$ cat src/rtl/sme_pkg.sv
`default_nettype none
package sme_pkg;
	localparam int unsigned STACK_DEPTH_D = 128;
	localparam int unsigned CODE_SIZE_D   = 1024;
	localparam int unsigned FRAC_BITS_D   = 16;
	localparam int unsigned PC_W          = 10;

	localparam logic [4:0] OP_HALT = 5'd0;
	localparam logic [4:0] OP_ADD  = 5'd1;
	localparam logic [4:0] OP_SUB  = 5'd2;
	localparam logic [4:0] OP_MUL  = 5'd3;
	localparam logic [4:0] OP_DIVR = 5'd4;
	localparam logic [4:0] OP_DIVI = 5'd5;
	localparam logic [4:0] OP_NEG  = 5'd6;
	localparam logic [4:0] OP_AND  = 5'd7;
	localparam logic [4:0] OP_OR   = 5'd8;
	localparam logic [4:0] OP_NOT  = 5'd9;
	localparam logic [4:0] OP_EQ   = 5'd10;
	localparam logic [4:0] OP_LT   = 5'd11;
	localparam logic [4:0] OP_GT   = 5'd12;
	localparam logic [4:0] OP_SPUP = 5'd13;
	localparam logic [4:0] OP_SPDN = 5'd14;
	localparam logic [4:0] OP_PUSH = 5'd15;
	localparam logic [4:0] OP_STOR = 5'd17;
	localparam logic [4:0] OP_LOAD = 5'd18;
	localparam logic [4:0] OP_JMP  = 5'd19;
	localparam logic [4:0] OP_JF   = 5'd20;
	localparam logic [4:0] OP_IN   = 5'd21;
	localparam logic [4:0] OP_OUT  = 5'd22;

	localparam logic [2:0] ST_OK   = 3'd0;
	localparam logic [2:0] ST_OVF  = 3'd1;
	localparam logic [2:0] ST_UNF  = 3'd2;
	localparam logic [2:0] ST_DIV0 = 3'd3;
	localparam logic [2:0] ST_UNSUP = 3'd4;
	localparam logic [2:0] ST_BADA = 3'd5;

	// divider request / reply
	typedef struct packed {
		logic        start;
		logic [63:0] num;  // magnitude
		logic [31:0] den;  // magnitude
	} div_req_t;
	typedef struct packed {
		logic        done;
		logic [63:0] quo;
	} div_rsp_t;
endpackage
`default_nettype wire

$ cat src/rtl/sme_div.sv
`default_nettype none
// unsigned 64/32 restoring divider, one quotient bit per cycle
module sme_div (
	input  wire logic             clk,
	input  wire logic             arst_n,
	input  wire sme_pkg::div_req_t req,
	output sme_pkg::div_rsp_t     rsp
);
	import sme_pkg::*;
	logic [63:0] quo_q;
	logic [31:0] rem_q;
	logic [31:0] den_q;
	logic [6:0]  cnt_q;
	logic        busy_q;
	logic        done_q;
	logic [32:0] trial;
	logic [32:0] shifted;

	assign shifted = {rem_q, quo_q[63]};
	assign trial   = shifted - {1'b0, den_q};

	always_ff @(posedge clk or negedge arst_n) begin
		if (!arst_n) begin
			busy_q <= 1'b0;
			cnt_q  <= '0;
			done_q <= 1'b0;
		end else begin
			done_q <= 1'b0;
			if (req.start) begin
				busy_q <= 1'b1;
				cnt_q  <= 7'd64;
			end else if (busy_q) begin
				cnt_q <= cnt_q - 7'd1;
				if (cnt_q == 7'd1) begin
					busy_q <= 1'b0;
					done_q <= 1'b1;
				end
			end
		end
	end

	// remainder stays below the divisor, so 32 bits hold it
	always_ff @(posedge clk) begin
		if (req.start) begin
			quo_q <= req.num;
			den_q <= req.den;
			rem_q <= '0;
		end else if (busy_q) begin
			if (!trial[32]) begin
				rem_q <= trial[31:0];
				quo_q <= {quo_q[62:0], 1'b1};
			end else begin
				rem_q <= shifted[31:0];
				quo_q <= {quo_q[62:0], 1'b0};
			end
		end
	end
	assign rsp = '{done: done_q, quo: quo_q};
endmodule
`default_nettype wire

$ cat config.mk
export PLATFORM = sky130hd
export DESIGN_NAME = sme_div
export DESIGN_NICKNAME = d
export VERILOG_FILES = /design/src/rtl/sme_pkg.sv /design/src/rtl/sme_div.sv
export SDC_FILE = /design/constraint.sdc
export NUM_CORES = 1
export LEC_CHECK = 0
export BUFFER_PORTS_ARGS = -buffer_cell sky130_fd_sc_hd__buf_4
export CAP_MARGIN = 20
export CORE_AREA = 4 4 131 133
export DETAILED_ROUTE_END_ITERATION = 16
export DIE_AREA = 0 0 135 137
export PLACE_DENSITY = 0.67
export RECOVER_POWER = 50
export SYNTH_ARGS = -nofsm -noshare
export SYNTH_HDL_FRONTEND = slang
export SYNTH_SLANG_ARGS = --single-unit
$ cat constraint.sdc
create_clock -name clk -period 4 [get_ports clk]
set_clock_uncertainty 0.2 [all_clocks]
set_input_delay 1.2 -clock clk [delete_from_list [all_inputs] [get_ports clk]]
set_output_delay 1.2 -clock clk [all_outputs]
set_load 0.01 [all_outputs]
==> results of run 1 <==
[layout make-up]
cell class                 count  area (um2)  area share, %
clock buffer                  18         429           4.61
sequential                   137        3750           40.3
inverter                      42         158           1.69
tap                          216         270           2.91
timing repair buffer         171        1290           13.9
clock inverter                14         113           1.21
multi-input combinational    428        3290           35.4
[cell usage in the layout (no fill, tap or decap), types with 4 or more instances in the layout]
cell and count:
nor2b_1 4, nor3_1 6, edfxtp_1 96, clkbuf_16 17
o21ai_0 23, nand4_1 9, a21o_1 19, xor2_1 13
o211ai_1 4, a21oi_1 34, buf_4 131, mux2_2 64
clkbuf_4 32, a211oi_1 27, nor2_1 46, mux2i_1 28
dfrtp_1 9, nand2b_1 9, inv_6 6, xnor2_1 20
inv_1 42, ha_1 34, nand3_1 7, a31oi_1 5
nand2_1 36, clkbuf_1 5, dfxtp_1 32
[where the power goes]
part	switching, mW	internal [mW]	leakage, nW
logic	1.10	1.01	2.42
clock network	0.651	0.806	0.258
registers	0.208	1.83	1.36
[routing by layer]
layer,vias to the layer above,routed length [um],global-route usage (%)
met1,2587,7020,22.9
met4,0,247,5.38
met3,16,1610,8.86
met2,170,8240,32.1
li1,2660,-,-
met5,-,0,0
[flip-flops by register name, summed over array words and instances, names as in the netlist]
name    cells
busy_q      1
den_q      32
quo_q      64
cnt_q       7
done_q      1
rem_q      32
[metrics by stage]
stage / hold slack, ns / cell area [um2] / std cells / worst slack [ns]
floorplan: 0.253 / 7360 / 638 / 0.213
global placement: 0.274 / 8770 / 994 / 0.423
detailed placement: 0.289 / 8770 / 994 / 0.280
CTS: 0.299 / 9320 / 1026 / 0.266
global route: 0.331 / 9300 / 1026 / 0.0678
finish: 0.295 / 9300 / 1026 / 0.363
[kinds of logic (layout without fill, tap and decap cells)]
| kind of cell | count (synthesis) | count (layout) |
|---|---|---|
| AOI/OAI and AO/OA | 132 | 132 |
| muxes | 92 | 92 |
| xor gates and xnor gates | 34 | 34 |
| DFF | 137 | 137 |
| adders and majority gates | 35 | 35 |
| and+or+nand+nor | 135 | 135 |
| buffers and inverters | 73 | 245 |
[worst max path at each step]
| stage | cells past startpoint | endpoint | startpoint |
|---|---|---|---|
| after floorplan | 4 | quo_q[0]$_DFFE_PP_ | req[96] |
| after global placement | 13 | rem_q[24]$_SDFFE_PP0P_ | quo_q[63]$_DFFE_PP_ |
| after detailed placement | 13 | rem_q[20]$_SDFFE_PP0P_ | quo_q[63]$_DFFE_PP_ |
| after CTS | 13 | rem_q[20]$_SDFFE_PP0P_ | quo_q[63]$_DFFE_PP_ |
| after global routing | 13 | rem_q[20]$_SDFFE_PP0P_ | quo_q[63]$_DFFE_PP_ |
| final | 13 | rem_q[8]$_SDFFE_PP0P_ | quo_q[63]$_DFFE_PP_ |
[critical path, cell delays in order (launching register included)]
cell and delay, ns:
edfxtp_1 0.35, inv_1 0.06, ha_1 0.21, fa_1 0.42
nand2b_1 0.19, a21oi_2 0.15, o31ai_1 0.12, a21o_1 0.25
a2111oi_4 0.41, nor2_4 0.12, xnor2_4 0.37, buf_4 0.31
mux2i_1 0.23, a211oi_1 0.10
[timing repair]
item | 4_1_cts | 5_1_grt
endpoints found under the setup margin | 0 | 1
gates resized for setup | 0 | 1
setup buffers | 0 | 0
==> flow_summary.yaml, run 1 <==
outcome:
  outcome: "finished clean"
cells_and_area:
  drive_above_1_share_pct: 33.6
  area_delta_synth_final_pct: 26.4
  post-route-util_pct: 58.8
  final_nets: 931
  fill_cells: 1341
  antenna_cells: 0
clock_tree:
  h-tree-depth: 4
  cts_buffer_depth: 2
  cts_tree: "yes"
  clkLatencyLatePin_ns: 0.42
  ctsHoldBuffers: 0
  cts-root-buf: "clkbuf_16"
  cts.sinks: 137
  cts_buffers: 17
  clk_pin_slew_worst_paths_ns: 0.06
worst_hold_path:
  hold_depth: 2
  hold_class: "flip-flop to flip-flop"
  min-delay-start: "rem_q[5]$_SDFFE_PP0P_"
  hold_end: "rem_q[5]$_SDFFE_PP0P_"
floorplan:
  fp.coreArea_mm2: 0.0158
  die_w_um: 135
  die_h_um: 137
  rows: 46
  ios: 164
  dieArea_mm2: 0.0185
  initial_utilization_pct: 46.5
synth:
  ys_types: 54
  synth_common_cells: "96 x edfxtp_1, 64 x mux2_2, 46 x nor2_1"
  synth_top_area_share_pct: 39.2
  synthMuxAreaShare_pct: 13.6
  synth_fa_ha_area_share_pct: 6.05
  synth-seq-area-share_pct: 50.9
  syn_nets: 772
  netlist_area_mm2: 0.00736
  async_flop_share_pct: 6.57
  syn_avg_cell_area_um2: 11.5
  syn-instance-count: 638
  synth-seq-cells: 137
  synth_xor_area_share_pct: 4.30
  yosys_warnings: 0
  synth_edf_count: 96
  ys.flop_type: "edfxtp_1"
  synth.most_common_cell: "edfxtp_1"
  synth_top_family_by_area: "multiplexers"
  synth_area_leaders: "edfxtp_1 39%, mux2_2 9.8%, dfxtp_1 8.7%"
  synth-simple-area-share_pct: 8.72
  yosysTopAreaCell: "edfxtp_1"
  synth-compound-area-share_pct: 12.0
grt:
  grt_max_degree: 79
  grt-ovfl-total: 0
  grt_pass1_vias: 5833
  grt_pass1_wl_um: 28600
  grt.total_usage_pct: 19.4
  grt_antenna_before_repair: 0
placed_design:
  portBuffers: 163
  place_congestion: 0.871
  hpwl_um: 12600
timing:
  tightest_slew_ns: 0.995
  slew_headroom_pct: 33.7
  tns_ns: 0
  final.period_utilization_pct: 90.9
  max_freq_ghz: 0.275
  fin_crit_ns: 3.64
  final-hold-violation-count: 0
  rsz0062_at_grt: "no"
  slew_violations: 0
  setup_viol: 0
critical_path:
  critPathLaunchType: "flip-flop"
  setup.worst_path.end_class: "flip-flop"
  rrSetupSlack_ns: 0.36
  cp.required_ns: 4.07
  critPathArrivalTime_ns: 3.71
  r2r-start: "quo_q[63]$_DFFE_PP_"
  crit_fanout: 11
  critical_path_class: "flip-flop to flip-flop"
  reg2reg_to: "rem_q[8]$_SDFFE_PP0P_"
  rr_worst_depth: 13
detailed_routing:
  drcViolationCount: 0
  drtIter0Drc: 282
  drt_wl_total_um: 17100
  ant_nets: 0
  first_pass_iters: 4
  viasPerCell: 5.30
  wire_per_inst_um: 16.7
  vias: 5433
power_and_ir_drop:
  p_per_area_mw_per_mm2: 602
  finalPower_mw: 5.60
  leakage_nw: 4.04
  ir_worst_vdd_mv: 0.345
flow_run:
  drv_cap: 0
Note: power is estimated with default switching activity, not from simulation.
==> inputs of run 2 (changes only) <==
--- a/config.mk
+++ b/config.mk
@@ -10,8 +10,9 @@
 export CORE_AREA = 4 4 131 133
 export DETAILED_ROUTE_END_ITERATION = 16
 export DIE_AREA = 0 0 135 137
-export PLACE_DENSITY = 0.67
+export PLACE_DENSITY = 0.7
 export RECOVER_POWER = 50
+export SLEW_MARGIN = 5
 export SYNTH_ARGS = -nofsm -noshare
 export SYNTH_HDL_FRONTEND = slang
 export SYNTH_SLANG_ARGS = --single-unit
==> constraint.sdc (replaced) <==
create_clock -name clk -period 3.2 [get_ports clk]
set_clock_uncertainty 0.2 [all_clocks]
set_input_delay 0.96 -clock clk [delete_from_list [all_inputs] [get_ports clk]]
set_output_delay 0.96 -clock clk [all_outputs]
set_load 0.01 [all_outputs]
==> run 2 against run 1 <==
- the flow now finishes with violations (setup timing)
- final area up 4.5%
- combinational power up 41%
- sequential power up 25%
- critical path depth down 1
- total power up 34%
- fmax up 14%
- critical path type unchanged
- critical endpoint is now rem_q[29]$_SDFFE_PP0P_
- largest cell class unchanged
==> flow_summary.yaml, run 2 (synthesized netlist as in run 1, its figures left out) <==
floorplan:
  ios: 164
  initial_utilization_pct: 46.5
  dieArea_mm2: 0.0185
  die_h_um: 137
  die_w_um: 135
  rows: 46
  fp.coreArea_mm2: 0.0158
detailed_routing:
  top_layer_used: "met4"
  ant_nets: 0
  viasPerCell: 5.30
  drtIter0Drc: 283
  wire_per_inst_um: 16.9
  dr_wl_met2_um: 8810
  vias: 5529
  dr_wl_met3_um: 1500
  first_pass_iters: 5
  drt-met1-wl_um: 7070
  drcViolationCount: 0
  drt_wl_total_um: 17700
placed_design:
  portBuffers: 163
  hpwl_um: 12800
  place_congestion: 0.879
critical_path:
  rr_worst_depth: 12
  critical_path_class: "flip-flop to flip-flop"
  reg2reg_to: "rem_q[29]$_SDFFE_PP0P_"
  setup.worst_path.end_class: "flip-flop"
  cp.required_ns: 3.31
  critPathLaunchType: "flip-flop"
  critPathArrivalTime_ns: 3.31
  crit_fanout: 5
  r2r-start: "den_q[0]$_DFFE_PP_"
  rrSetupSlack_ns: -0.001
clock_tree:
  cts-root-buf: "clkbuf_16"
  cts_buffers: 17
  h-tree-depth: 4
  cts_buffer_depth: 2
  ctsHoldBuffers: 0
  cts.sinks: 137
  clkLatencyLatePin_ns: 0.42
  clk_pin_slew_worst_paths_ns: 0.06
  cts_tree: "yes"
cells_and_area:
  mostFrequentLayoutCell: "buf_4"
  final_nets: 949
  post-route-util_pct: 61.4
  antenna_cells: 0
  layout_common_cells: "144 x buf_4, 96 x edfxtp_1, 64 x mux2_2, 45 x nor2_1, 40 x inv_1"
  reg.largest.list: "quo_q (64), den_q (32), rem_q (32)"
  drive_above_1_share_pct: 38.5
  area_delta_synth_final_pct: 32.1
  largest_reg_flops: 64
  regMostFlops: "quo_q"
grt:
  grt_pass1_wl_um: 29000
  grt_pass1_vias: 5922
  grt_max_degree: 65
  grt_antenna_before_repair: 0
  grt-ovfl-total: 0
  grt.total_usage_pct: 19.8
timing:
  final.period_utilization_pct: 100
  max_freq_ghz: 0.312
  slew_headroom_pct: 61.6
  final-hold-violation-count: 0
  fin_crit_ns: 3.20
  whs_ns: 0.274
  slew_violations: 0
  worst_slack_ns: -0.00118
  tightest_slew_ns: 0.568
  setup_viol: 2
  rsz0062_at_grt: "yes"
worst_hold_path:
  hold_depth: 2
  min-delay-start: "rem_q[9]$_SDFFE_PP0P_"
  hold_end: "rem_q[9]$_SDFFE_PP0P_"
  hold_class: "flip-flop to flip-flop"
power_and_ir_drop:
  ir_worst_vdd_mv: 0.428
  leakage_nw: 4.21
  p_per_area_mw_per_mm2: 773
flow_run:
  drv_cap: 0
outcome:
  violations: "setup timing"
  outcome: "finished, violations left"
==> run 2: changes by cell type in the layout (fill, tap and decap cells not counted), moves of 3 or more <==
cell and delta:
buf_12 +3, buf_6 +3, a211oi_1 -9, mux2i_2 +6, buf_4 +13, a211oi_2 +9
clkbuf_1 -4, o21ai_0 -5, mux2i_1 -7, o21ai_1 +5
==> run 2: critical path, cell delays in order, from the launching register on <==
cell       delay [ns]
edfxtp_1         0.41
ha_4             0.18
fa_2             0.34
nand2b_4         0.17
a21oi_4          0.16
o31ai_4          0.09
a21o_1           0.20
a2111oi_4        0.38
nor2_4           0.09
xnor2_4          0.18
buf_12           0.16
or2_2            0.27
a32o_1           0.26
==> run 2: final cells by class <==
class,instances,area [um2]
fill,1254,6110
inverter,42,161
sequential,137,3750
timing repair buffer,189,1530
tap,216,270
multi-input combinational,428,3420
clock inverter,15,164
clock buffer,17,425
==> run 2: what timing repair did <==
item	4_1_cts	5_1_grt
gates cloned	1	0
pin swaps	3	17
endpoints found under the hold margin	0	0
setup endpoints to repair	30	33
buffers inserted	4	4
resized for setup	6	34
==> run 2: worst max-delay path by stage <==
| stage | start | endpoint | slack (ns) | cells after the start |
|---|---|---|---|---|
| CTS | quo_q[63]$_DFFE_PP_ | rem_q[29]$_SDFFE_PP0P_ | 0.01 | 13 |
| floorplan | quo_q[63]$_DFFE_PP_ | rem_q[29]$_SDFFE_PP0P_ | -0.03 | 13 |
| global placement | quo_q[63]$_DFFE_PP_ | rem_q[14]$_SDFFE_PP0P_ | -0.006 | 13 |
| global route | den_q[0]$_DFFE_PP_ | rem_q[19]$_SDFFE_PP0P_ | -0.14 | 13 |
| finish | den_q[0]$_DFFE_PP_ | rem_q[29]$_SDFFE_PP0P_ | -0.001 | 12 |
| detailed placement | quo_q[63]$_DFFE_PP_ | rem_q[15]$_SDFFE_PP0P_ | -0.12 | 13 |
==> run 2: metal layers <==
metal | GRT usage [%] | vias up
li1 | - | 2697
met1 | 22.9 | 2629
met4 | 6.72 | 0
met2 | 33.8 | 184
met5 | 0 | -
met3 | 7.76 | 19
==> run 2: stage by stage <==
| step | instance area (um2) | std cells | power (mW) | worst slack, ns | setup TNS [ns] |
|---|---|---|---|---|---|
| 2_1_floorplan | 7390 | 638 | 4.53 | -0.0307 | -0.0307 |
| 3_3_place_gp | 8910 | 1005 | 5.24 | -0.00617 | -0.0228 |
| 3_5_place_dp | 8910 | 1005 | 5.31 | -0.120 | -1.32 |
| 4_1_cts | 9600 | 1042 | 7.45 | 0.0144 | 0 |
| 5_1_grt | 9720 | 1044 | 8.00 | -0.139 | -2.25 |
| 6_report | 9720 | 1044 | 7.52 | -0.00118 | -0.00204 |
==> run 2: power breakdown <==
part	switching [mW]	internal [mW]	total [mW]
clock network	0.812	1.16	1.98
registers	0.272	2.29	2.56
logic	1.49	1.49	2.98
total	2.58	4.94	7.52
==> inputs of run 3 (changes only) <==
--- a/config.mk
+++ b/config.mk
@@ -5,11 +5,11 @@
 export SDC_FILE = /design/constraint.sdc
 export NUM_CORES = 1
 export LEC_CHECK = 0
-export BUFFER_PORTS_ARGS = -buffer_cell sky130_fd_sc_hd__buf_4
+export BUFFER_PORTS_ARGS = -buffer_cell sky130_fd_sc_hd__buf_2
 export CAP_MARGIN = 20
-export CORE_AREA = 4 4 131 133
+export CORE_AREA = 2 2 129 131
 export DETAILED_ROUTE_END_ITERATION = 16
-export DIE_AREA = 0 0 135 137
+export DIE_AREA = 0 0 131 133
 export PLACE_DENSITY = 0.7
 export RECOVER_POWER = 50
 export SLEW_MARGIN = 5
==> run 3 against run 2 <==
- the flow finishes with violations (capacitance limit, slew limit, setup timing)
- clock power is 11% lower
- final area is 5.7% lower
- sequential share of layout area is 2.3 points higher
- global-route usage is 0.61 points lower
- final cell count is 0.19% higher
- sequential cell count stayed put
- worst hold slack hardly changed
- routed wire length is 6.7% lower
- largest cell class unchanged
- largest power group unchanged
- highest routed layer unchanged
==> flow_summary.yaml, run 3 (synthesized netlist as in run 1, its figures left out) <==
outcome:
  outcome: "finished, violations left"
  violations: "capacitance limit, slew limit, setup timing"
cells_and_area:
  postLayoutCellArea_mm2: 0.00916
  antenna_cells: 0
  final_nets: 947
  fill_cells: 1399
  area_delta_synth_final_pct: 24.5
  regMostFlops: "quo_q"
  mostFrequentLayoutCell: "buf_2"
  reg.largest.list: "quo_q (64), den_q (32), rem_q (32)"
  largest_reg_flops: 64
  drive_above_1_share_pct: 36.7
  layout_common_cells: "161 x buf_2, 96 x edfxtp_1, 64 x mux2_2, 45 x nor2_1, 40 x inv_1"
floorplan:
  initial_utilization_pct: 45.5
  fp.coreArea_mm2: 0.0162
  die_h_um: 133
  die_w_um: 131
  ios: 164
  dieArea_mm2: 0.0174
  rows: 47
critical_path:
  crit_buf_inv: 2
  crit_fanout: 5
  worst-path-stages: 13
  crit_chain: "ha_4 -> fa_2 -> nand2b_4 -> a21oi_4 -> o31ai_2 -> a21o_1 -> a2111oi_4 -> nor2_4 -> xnor2_4 -> buf_12 -> clkbuf_16 -> nand4_1 -> a32o_1"
  critPathArrivalTime_ns: 3.33
  crit_start: "den_q[0]$_DFFE_PP_"
  rr_worst_depth: 13
  cp.required_ns: 3.31
  rrSetupSlack_ns: -0.02
  crit_family: "compound AO/OA/AOI/OAI gates"
  setup.worst_path.end_class: "flip-flop"
  crit_slowest_cell: "edfxtp_1"
  r2r-start: "den_q[0]$_DFFE_PP_"
  critPathLaunchType: "flip-flop"
  cp-endpoint: "rem_q[29]$_SDFFE_PP0P_"
  reg2reg_to: "rem_q[29]$_SDFFE_PP0P_"
  critical_path_class: "flip-flop to flip-flop"
  worst_path_largest_cell_delay_ns: 0.42
detailed_routing:
  viasPerCell: 5.19
  wire_per_inst_um: 15.8
  drtIter0Drc: 298
  ant_nets: 0
  vias: 5433
  drt_wl_total_um: 16500
  drcViolationCount: 0
  first_pass_iters: 5
clock_tree:
  cts_buffers: 17
  h-tree-depth: 4
  clkLatencyLatePin_ns: 0.42
  ctsHoldBuffers: 0
  cts_tree: "yes"
  cts-root-buf: "clkbuf_16"
  cts.sinks: 137
  clk_pin_slew_worst_paths_ns: 0.06
  cts_buffer_depth: 2
timing:
  fin_crit_ns: 3.22
  slew_headroom_pct: -23.1
  tightest_slew_ns: 1.85
  setup_viol: 2
  final.period_utilization_pct: 101
  max_freq_ghz: 0.311
  worst_slack_ns: -0.0183
  rsz0062_at_grt: "yes"
  slew_violations: 77
  final-hold-violation-count: 0
placed_design:
  portBuffers: 163
  place_area_mm2: 0.00849
  place_congestion: 0.868
  place_ws_ns: -0.0469
  hpwl_um: 11800
flow_run:
  drv_cap: 1
worst_hold_path:
  hold_class: "primary input to asynchronous set/reset pin"
grt:
  grt_max_degree: 77
  grt.total_usage_pct: 19.2
  grt_antenna_before_repair: 0
  grt_pass1_wl_um: 26000
  grt-ovfl-total: 0
  grt_pass1_vias: 5380
power_and_ir_drop:
  p_per_area_mw_per_mm2: 777
  leakage_nw: 3.99
  ir_worst_vdd_mv: 0.419
  finalPower_mw: 7.12
## run 3: area by class of cell
class,instances,area [um2],area share (%)
clock inverters,13,98.8,1.08
repair buffers,187,1070,11.7
multi-input cells,428,3380,36.8
well taps,220,275,3.00
clock buffers,19,433,4.72
inverters,42,161,1.76
flip-flops and latches,137,3750,40.9
## run 3: report_power, final
| part | switching (mW) | internal (mW) |
|---|---|---|
| logic | 1.45 | 1.36 |
| registers | 0.265 | 2.29 |
| clock network | 0.769 | 0.994 |
| total | 2.48 | 4.64 |
## run 3: timing repair
action	4_1_cts	5_1_grt
resized for setup	0	16
cloned	0	2
pin swaps	1	12
hold endpoints to repair	0	0
endpoints found under the setup margin	12	32
setup buffers	1	3
## run 3: worst register-to-register path, cell delays in order (launching register included)
cell       delay [ns]
edfxtp_1         0.42
ha_4             0.19
fa_2             0.33
nand2b_4         0.16
a21oi_4          0.16
o31ai_2          0.08
a21o_1           0.20
a2111oi_4        0.37
nor2_4           0.11
xnor2_4          0.25
buf_12           0.16
clkbuf_16        0.15
nand4_1          0.08
a32o_1           0.26
## run 3: worst min-delay path by stage
stage | start | endpoint | slack, ns | cells past startpoint
after floorplan | rem_q[17]$_SDFFE_PP0P_ | rem_q[17]$_SDFFE_PP0P_ | 0.25 | 2
after detailed placement | rem_q[5]$_SDFFE_PP0P_ | rem_q[5]$_SDFFE_PP0P_ | 0.28 | 2
after global routing | rem_q[9]$_SDFFE_PP0P_ | rem_q[9]$_SDFFE_PP0P_ | 0.30 | 2
after global placement | rem_q[5]$_SDFFE_PP0P_ | rem_q[5]$_SDFFE_PP0P_ | 0.27 | 2
after CTS | arst_n | cnt_q[3]$_DFFE_PN0P_ | 0.17 | 1
final | arst_n | cnt_q[3]$_DFFE_PN0P_ | 0.27 | 1
## run 3: stage by stage
step | setup TNS [ns] | hold WS, ns | utilization, % | cells
finish | -0.0274 | 0.274 | 56.7 | 1046
global placement | 0 | 0.273 | 52.5 | 1008
floorplan | -0.0307 | 0.253 | - | 638
detailed placement | -0.111 | 0.277 | 52.5 | 1008
CTS | 0 | 0.174 | 55.8 | 1041
global route | -2.31 | 0.304 | 56.7 | 1046
## run 3: routing by layer
layer / vias to the layer above / track usage (%) / routed length (um)
met1: 2525 / 24.5 / 7220
met5: - / 0 / 0
li1: 2701 / - / -
met2: 183 / 29.4 / 7580
met3: 24 / 7.76 / 1390
met4: 0 / 6.86 / 301
